### config.mk
export PLATFORM = sky130hd
export DESIGN_NAME = ack_retry_timeout_table
export DESIGN_NICKNAME = d
export VERILOG_FILES = /design/src/hw/rtl/artt_pkg.sv /design/src/hw/rtl/ack_retry_timeout_table.sv /design/src/hw/rtl/artt_expiry.sv
export SDC_FILE = /design/constraint.sdc
export NUM_CORES = 1
export LEC_CHECK = 0
export ABC_AREA = 1
export BUFFER_PORTS_ARGS = -buffer_cell sky130_fd_sc_hd__buf_2
export CORE_ASPECT_RATIO = 0.5
export CORE_MARGIN = 2
export CORE_UTILIZATION = 45
export CTS_BUF_LIST = sky130_fd_sc_hd__clkbuf_8
export DETAILED_ROUTE_END_ITERATION = 6
export PLACE_DENSITY = 0.64
export SYNTH_ARGS = -nofsm -noshare
export SYNTH_HDL_FRONTEND = slang
export SYNTH_SLANG_ARGS = --single-unit
### constraint.sdc
create_clock -name clk -period 7.6 [get_ports clk]
set_input_delay 1.52 -clock clk [delete_from_list [all_inputs] [get_ports clk]]
set_output_delay 1.52 -clock clk [all_outputs]
set_load 0.01 [all_outputs]
### src/hw/rtl/artt_pkg.sv
// shared types, codes and sizes for the ack retry timeout table
package artt_pkg;

  localparam int SLOTS = 16;
  localparam int IDX_W = $clog2(SLOTS);
  localparam int SLOT_W = 4;

  localparam logic [1:0] OP_REGISTER = 2'd0;
  localparam logic [1:0] OP_ACK      = 2'd1;
  localparam logic [1:0] OP_TICK     = 2'd2;
  localparam logic [1:0] OP_QUERY    = 2'd3;

  localparam logic [2:0] K_REGISTERED  = 3'd0;
  localparam logic [2:0] K_ACK_OK      = 3'd1;
  localparam logic [2:0] K_ACK_MISSING = 3'd2;
  localparam logic [2:0] K_STATUS      = 3'd3;
  localparam logic [2:0] K_RETRY       = 3'd4;
  localparam logic [2:0] K_TIMEOUT     = 3'd5;
  localparam logic [2:0] K_TICK_DONE   = 3'd6;

  localparam logic [1:0] ST_PENDING   = 2'd0;
  localparam logic [1:0] ST_ACKED     = 2'd1;
  localparam logic [1:0] ST_TIMED_OUT = 2'd2;

  localparam logic [7:0] CFG_TIMEOUT     = 8'd0;
  localparam logic [7:0] CFG_MAX_RETRIES = 8'd1;

  localparam logic [19:0] TIMEOUT_RESET = 20'd5000;
  localparam logic [7:0]  RETRIES_RESET = 8'd3;

  typedef struct packed {
    logic [1:0]        opcode;
    logic              has_slot;
    logic [SLOT_W-1:0] slot;
    logic [15:0]       delta_ms;
  } in_item_t;

  typedef struct packed {
    logic [2:0]        kind;
    logic [SLOT_W-1:0] out_slot;
    logic [1:0]        status;
    logic [7:0]        retries;
    logic              last;
  } out_item_t;

  typedef struct packed {
    logic expired;
    logic may_retry;
  } expiry_t;

endpackage

### src/hw/rtl/ack_retry_timeout_table.sv
// top level of the ack retry timeout table: sequencer, slot store and result register
//
// channel  direction  handshake               payload
// in       input      in_valid / in_ready     in_data   (opcode, has_slot, slot, delta_ms)
// out      output     out_valid / out_ready   out_data  (kind, out_slot, status, retries, last)
// cfg      input      cfg_valid / cfg_ready   cfg_index, cfg_data
//
// register, acknowledge and query read the slot in the exec state; once the result register is free
// the result is registered and the table returns to idle, ready again
// a tick visits one slot a cycle, unless a stalled result holds the scan, through the single
// age comparator and the one read port of the sent-time and retry-count memories
// reset clears the valid and acked flags at once; there is no clearing pass
// a stalled result holds the sequencer only once it has a new result to give; the scan
// goes on past slots that give none; cfg_ready is always high
module ack_retry_timeout_table (
  input  logic                clk,
  input  logic                rst_n,
  input  logic                in_valid,
  output logic                in_ready,
  input  artt_pkg::in_item_t  in_data,
  output logic                out_valid,
  input  logic                out_ready,
  output artt_pkg::out_item_t out_data,
  input  logic                cfg_valid,
  output logic                cfg_ready,
  input  logic [7:0]          cfg_index,
  input  logic [19:0]         cfg_data
);
  import artt_pkg::*;

  typedef enum logic [1:0] {
    S_IDLE,
    S_EXEC,
    S_DONE
  } state_t;

  state_t            state_r, state_nxt;
  logic [1:0]        op_r, op_nxt;
  logic [SLOT_W-1:0] slot_r, slot_nxt;
  logic [SLOT_W-1:0] next_id_r, next_id_nxt;
  logic [31:0]       clock_r, clock_nxt;
  logic [19:0]       timeout_r;
  logic [7:0]        max_retries_r;
  logic [SLOTS-1:0]  valid_r, valid_nxt;
  logic [SLOTS-1:0]  acked_r, acked_nxt;
  logic              out_valid_r, out_valid_nxt;
  out_item_t         out_data_r, out_data_nxt;

  logic [31:0]       sent_mem [SLOTS];
  logic [7:0]        cnt_mem  [SLOTS];
  logic [31:0]       rd_sent_r;
  logic [7:0]        rd_cnt_r;
  logic              rd_en;
  logic [IDX_W-1:0]  rd_addr;
  logic              wr_en;
  logic [IDX_W-1:0]  wr_addr;
  logic [31:0]       wr_sent;
  logic [7:0]        wr_cnt;

  logic [IDX_W-1:0]  idx;
  logic              in_range;
  logic              live;
  logic              pend;
  logic              out_free;
  logic              accept;
  logic [SLOT_W:0]   id_inc;
  expiry_t           exp;

  artt_expiry u_expiry (
    .clock_ms    (clock_r),
    .sent_at     (rd_sent_r),
    .timeout_ms  (timeout_r),
    .retry_count (rd_cnt_r),
    .max_retries (max_retries_r),
    .result      (exp)
  );

  assign in_ready  = (state_r == S_IDLE);
  assign cfg_ready = 1'b1;
  assign out_valid = out_valid_r;
  assign out_data  = out_data_r;
  assign accept    = in_valid && in_ready;
  assign out_free  = !out_valid_r || out_ready;
  assign idx       = slot_r[IDX_W-1:0];
  assign in_range  = ({1'b0, slot_r} < (SLOT_W+1)'(SLOTS));
  assign live      = in_range && valid_r[idx];
  assign pend      = valid_r[idx] && !acked_r[idx];
  assign id_inc    = {1'b0, next_id_r} + (SLOT_W+1)'(1);

  always_comb begin
    state_nxt     = state_r;
    op_nxt        = op_r;
    slot_nxt      = slot_r;
    next_id_nxt   = next_id_r;
    clock_nxt     = clock_r;
    valid_nxt     = valid_r;
    acked_nxt     = acked_r;
    out_valid_nxt = out_valid_r && !out_ready;
    out_data_nxt  = out_data_r;
    rd_en         = 1'b0;
    rd_addr       = idx;
    wr_en         = 1'b0;
    wr_addr       = idx;
    wr_sent       = clock_r;
    wr_cnt        = 8'd0;

    unique case (state_r)
      S_IDLE: begin
        if (accept) begin
          op_nxt    = in_data.opcode;
          slot_nxt  = in_data.slot;
          state_nxt = S_EXEC;
          rd_en     = 1'b1;
          rd_addr   = in_data.slot[IDX_W-1:0];
          if (in_data.opcode == OP_TICK) begin
            clock_nxt = clock_r + {16'd0, in_data.delta_ms};
            slot_nxt  = '0;
            rd_addr   = '0;
          end else if (in_data.opcode == OP_REGISTER && !in_data.has_slot) begin
            slot_nxt    = next_id_r;
            next_id_nxt = (id_inc >= (SLOT_W+1)'(SLOTS)) ? '0 : id_inc[SLOT_W-1:0];
          end
        end
      end

      S_EXEC: begin
        if (op_r == OP_TICK) begin
          if (!(pend && exp.expired) || out_free) begin
            if (pend && exp.expired) begin
              out_valid_nxt         = 1'b1;
              out_data_nxt.out_slot = slot_r;
              out_data_nxt.last     = 1'b0;
              if (exp.may_retry) begin
                wr_en                = 1'b1;
                wr_cnt               = rd_cnt_r + 8'd1;
                out_data_nxt.kind    = K_RETRY;
                out_data_nxt.status  = ST_PENDING;
                out_data_nxt.retries = wr_cnt;
              end else begin
                valid_nxt[idx]       = 1'b0;
                out_data_nxt.kind    = K_TIMEOUT;
                out_data_nxt.status  = ST_TIMED_OUT;
                out_data_nxt.retries = rd_cnt_r;
              end
            end
            if (idx == IDX_W'(SLOTS - 1)) begin
              state_nxt = S_DONE;
            end else begin
              slot_nxt = slot_r + SLOT_W'(1);
              rd_en    = 1'b1;
              rd_addr  = idx + IDX_W'(1);
            end
          end
        end else if (out_free) begin
          out_valid_nxt         = 1'b1;
          out_data_nxt.out_slot = slot_r;
          out_data_nxt.last     = 1'b1;
          out_data_nxt.status   = ST_PENDING;
          out_data_nxt.retries  = 8'd0;
          state_nxt             = S_IDLE;
          case (op_r)
            OP_REGISTER: begin
              out_data_nxt.kind = K_REGISTERED;
              if (in_range) begin
                valid_nxt[idx] = 1'b1;
                acked_nxt[idx] = 1'b0;
                wr_en          = 1'b1;
              end
            end
            OP_ACK: begin
              if (live) begin
                acked_nxt[idx]       = 1'b1;
                out_data_nxt.kind    = K_ACK_OK;
                out_data_nxt.status  = ST_ACKED;
                out_data_nxt.retries = rd_cnt_r;
              end else begin
                out_data_nxt.kind = K_ACK_MISSING;
              end
            end
            default: begin
              out_data_nxt.kind = K_STATUS;
              if (live) begin
                out_data_nxt.status  = acked_r[idx] ? ST_ACKED : ST_PENDING;
                out_data_nxt.retries = rd_cnt_r;
              end
            end
          endcase
        end
      end

      S_DONE: begin
        if (out_free) begin
          out_valid_nxt         = 1'b1;
          out_data_nxt.kind     = K_TICK_DONE;
          out_data_nxt.out_slot = '0;
          out_data_nxt.status   = ST_PENDING;
          out_data_nxt.retries  = 8'd0;
          out_data_nxt.last     = 1'b1;
          state_nxt             = S_IDLE;
        end
      end

      default: begin
        state_nxt = S_IDLE;
      end
    endcase
  end

  always_ff @(posedge clk) begin
    if (rd_en) begin
      rd_sent_r <= sent_mem[rd_addr];
      rd_cnt_r  <= cnt_mem[rd_addr];
    end
    if (wr_en) begin
      sent_mem[wr_addr] <= wr_sent;
      cnt_mem[wr_addr]  <= wr_cnt;
    end
  end

  always_ff @(posedge clk) begin
    if (!rst_n) begin
      state_r       <= S_IDLE;
      next_id_r     <= '0;
      clock_r       <= '0;
      valid_r       <= '0;
      acked_r       <= '0;
      out_valid_r   <= 1'b0;
      timeout_r     <= TIMEOUT_RESET;
      max_retries_r <= RETRIES_RESET;
    end else begin
      state_r     <= state_nxt;
      next_id_r   <= next_id_nxt;
      clock_r     <= clock_nxt;
      valid_r     <= valid_nxt;
      acked_r     <= acked_nxt;
      out_valid_r <= out_valid_nxt;
      if (cfg_valid && cfg_ready) begin
        unique case (cfg_index)
          CFG_TIMEOUT:     timeout_r     <= cfg_data;
          CFG_MAX_RETRIES: max_retries_r <= cfg_data[7:0];
          default: begin
          end
        endcase
      end
    end
    op_r       <= op_nxt;
    slot_r     <= slot_nxt;
    out_data_r <= out_data_nxt;
  end

endmodule

### src/hw/rtl/artt_expiry.sv
// shared age and retry-limit comparator used by the tick scan
module artt_expiry (
  input  logic [31:0]      clock_ms,
  input  logic [31:0]      sent_at,
  input  logic [19:0]      timeout_ms,
  input  logic [7:0]       retry_count,
  input  logic [7:0]       max_retries,
  output artt_pkg::expiry_t result
);
  import artt_pkg::*;

  logic [31:0] age;

  assign age              = clock_ms - sent_at;
  assign result.expired   = (age >= {12'd0, timeout_ms});
  assign result.may_retry = (retry_count < max_retries);

endmodule

==> implementation parameters <==
Parameter                              Value

Synth
  Compound-gate portion of the synthesized area ... 0.0394
  Post-synthesis register bit count ... 803
  Combinational family with the most area after synthesis ... simple AND/OR/NAND/NOR gates
  Avg Synthesized Cell Area ... 9.43 um^2
  Async S/R FF share, synth ... 0
  Fraction of the mapped netlist area in adder cells ... 0.0283
  Area of the mapped netlist ... 38900 um^2
  Post-synth top flop ... edfxtp_1
  Share of the yosys chip area belonging to registers ... 0.594
  Share of synthesized cell area in and, or, nand and nor gates ... 0.231
  Synth Instances ... 4130
  Post-synth EDFFs ... 704
  Post-synthesis net count ... 4273
  Number of warning messages in the yosys log ... 0
  Synth unique cells ... 53
  Xor/xnor share of the synthesized area ... 0.00945
  Post-synthesis mux area share ... 0.000257

Floorplanning
  Row count ... 76
  Die Outline Area ... 89000 um^2
  Width of the die ... 420 um
  Number of ports placed on the die boundary ... 77
  Starting density of the core ... 0.453
  Floorplan die height ... 212 um
  Floorplan Core Area ... 85900 um^2

Clocking
  CTS tree ... built
  Largest buffer count on any clock path ... 3
  Number of levels in the clock H-tree ... 3
  Hold buffer count at CTS ... 0
  Clock tree root buffer cell ... clkbuf_8
  Source-to-sink clock delay at the later pin of the worst-skew pair ... 0.79 ns
  TritonCTS Sinks ... 803
  Number of buffers created by CTS ... 116
  Clock-pin slew reported for the worst setup and hold paths after clock tree synthesis ... 0.07 ns
  Post-CTS setup buffer count ... 0
  Number of gates resized after CTS ... 0

Critical path
  Worst endpoint required time ... 8.09 ns
  Worst setup EP type ... register
  Depth of the most critical reg-to-reg path ... 37
  Startpoint-to-endpoint class of the critical path ... register to register
  Slowest Stage Delay on Critical Path ... 0.67 ns
  Slowest CP cell ... dfxtp_1
  Type of origin of the critical path ... register
  Flop2flop setup slack ... 1.24 ns
  FF-to-FF End ... rd_sent_r[15]
  CP arrival ... 6.86 ns
  Origin of the critical flop-to-flop path ... clock_r[0]
  Crit path top cell by count ... nand2_1
  Crit-path max FO ... 82

Detailed routing
  Starting DRT DRC Count ... 3308
  Sum of met3 wire segment lengths after detailed routing ... 9.20 mm
  Routed length on met2 ... 49.1 mm
  Via count normalized by instance count ... 5.32
  Number of remaining DRC errors ... 4
  Routed length per instance ... 19.9 um
  Number of detailed-route iterations in the first pass ... 7
  Number of routed nets with antenna violations ... 0
  Aggregate routed wire length ... 109 mm
  Met1 WL ... 48.1 mm
  Max layer used ... met4
  Count of vias placed by the detailed router ... 29014

Status
  Violated checks ... DRC
  Status ... complete, but fails checks

STA
  Post-route fraction of the period consumed by the critical path ... 0.837
  Maximum clock frequency ... 0.157 GHz
  Setup tns final ... 0 ns
  Tmin final ... 6.36 ns
  Final hold violations ... 0
  Count of final setup violators ... 0
  Unrepaired setup endpoints after global routing ... false
  Actual slew at the worst max-slew pin ... 1.32 ns
  Final Worst Setup Slack ... 1.24 ns
  Worst-case hold slack ... 0.459 ns
  Relative slew slack ... 0.119
  Final-report max-slew violation count ... 0
  Setup clock skew after layout ... 0.0527 ns

Pwr
  Proportion of power drawn by combinational gates ... 0.399
  Power Density ... 340 nW/um^2
  Internal power summed over all cells ... 0.00854 W
  Clock group share of total power ... 0.233
  Pleak ... 18.5 nW
  Sequential share of power ... 0.367
  Share of total power consumed by net switching ... 0.414
  Peak supply drop ... 433 uV
  Net switching component of the power ... 0.00603 W

Placed design
  Place WS ... 1.35 ns
  Number of port buffers ... 75
  Final weighted congestion in routability-driven placement ... 0.885
  Half-perimeter wire length after detailed placement ... 59.5 mm
  Placement-stage cell area ... 40600 um^2

Final layout
  Most common cell after layout, fill and taps aside ... nand2_1
  Fraction of layout cells with a size suffix above 1 ... 0.0785
  Final nets ... 4329
  Post-synthesis to final-layout area growth ... 9.98%
  Commonest cells after routing, fill and taps aside ... nand2_1 (846), nand3_1 (769), inv_1 (766), edfxtp_1 (704), nor2_1 (171)
  Fillers ... 7875
  Final design instance area without fill ... 42800 um^2

Global routing
  Antenna violations before repair ... 1
  GRT Total Usage ... 0.243
  Number of global-route vias before repair ... 27189
  First-pass GRT wire length ... 163 mm
  Grt total ovfl ... 0
  Pin count of the biggest net entering global routing ... 174

Worst hold path
  Worst min-delay path category ... register to register
  Number of cells on the worst hold path ... 2

Run
  Number of violations of the max-capacitance limit ... 0
[registers in the layout, summed over array words and instances, names as in the netlist, named ones only]
register       count
state_r            2
max_retries_r      8
timeout_r         20
sent_mem         512
clock_r           32
rd_sent_r         32
cnt_mem          128
rd_cnt_r           8
out_valid          1
out_data          18
next_id_r          4
idx                4
op_r               2
[final cells by class]
| cell class | count | area (um^2) | area share |
|---|---|---|---|
| antenna | 1 | 2.50 | 0.0000584 |
| clock buffer | 126 | 1730 | 0.0405 |
| inverter | 742 | 2790 | 0.0650 |
| clock inverter | 88 | 526 | 0.0123 |
| timing repair buffer | 135 | 1000 | 0.0234 |
| tap | 1170 | 1460 | 0.0342 |
| sequential | 803 | 23100 | 0.540 |
| multi-input combinational | 2388 | 12200 | 0.285 |
[worst max-delay path, delay by kind of cell (launching register included)]
| kind | cells | cell delay [ns] |
|---|---|---|
| AND/OR/NAND/NOR | 30 | 3.59 |
| adder cells (fa/ha/maj) | 3 | 0.80 |
| buffers and inverters | 3 | 0.70 |
| flip-flops | 1 | 0.67 |
| XOR/XNOR | 1 | 0.24 |
[per-layer routing]
layer,GRT usage,vias up
met5,0,-
met4,0.0711,0
met3,0.0452,195
met2,0.381,1145
met1,0.344,13866
li1,-,13808
[cells by family after synthesis]
family | Yosys count
XOR/XNOR | 42
AO/OA/AOI/OAI | 280
other | 1
multiplexers | 1
AND/OR/NAND/NOR | 1977
buffers and inverters | 939
adder cells (fa/ha/maj) | 87
flip-flops | 803
[synth_stat cells (3+ instances only)]
master	n	area [um^2]
o21ai_1	6	30.0
o21ai_0	93	465
inv_1	734	2760
nor3_1	25	125
xor2_1	30	263
a21oi_1	129	646
nor2_1	175	657
nand3_1	769	3850
nand4_1	11	68.8
nand3_2	3	30.0
xnor2_1	12	105
edfxtp_1	704	21100
a31oi_1	8	50.1
nand2_1	847	3180
ha_1	85	1060
buf_6	9	101
inv_2	7	26.3
o211ai_1	11	82.6
buf_2	77	385
a211oi_1	12	90.1
buf_4	25	188
nor4_1	5	31.3
nand3b_1	127	953
clkbuf_1	84	315
dfxtp_1	99	1980
a21o_1	4	30.0
[how the worst max path moves through the flow]
stage | from | end | slack [ns]
floorplan | clock_r[0] | cnt_mem[10][0] | 0.98
global placement | clock_r[0] | rd_sent_r[15] | 1.46
detailed placement | clock_r[0] | rd_sent_r[15] | 1.35
CTS | clock_r[0] | rd_sent_r[15] | 1.28
global route | clock_r[0] | rd_sent_r[3] | 0.73
finish | clock_r[0] | rd_sent_r[15] | 1.24
[power groups by stage]
stage	Sequential [W]	Combinational [W]	Clock (W)
floorplan	0.00535	0.00413	0
global placement	0.00544	0.00566	0
detailed placement	0.00543	0.00575	0
CTS	0.00535	0.00577	0.00345
global route	0.00537	0.00644	0.00363
finish	0.00535	0.00582	0.00340
[per-stage QoR]
stage	cells	util	total power, W
finish	5453	0.499	0.0146
detailed placement	5238	0.472	0.0112
global route	5453	0.499	0.0154
global placement	5238	0.472	0.0111
CTS	5452	0.499	0.0146
floorplan	4130	-	0.00948
No activity file was read; power rests on OpenSTA's default activity.
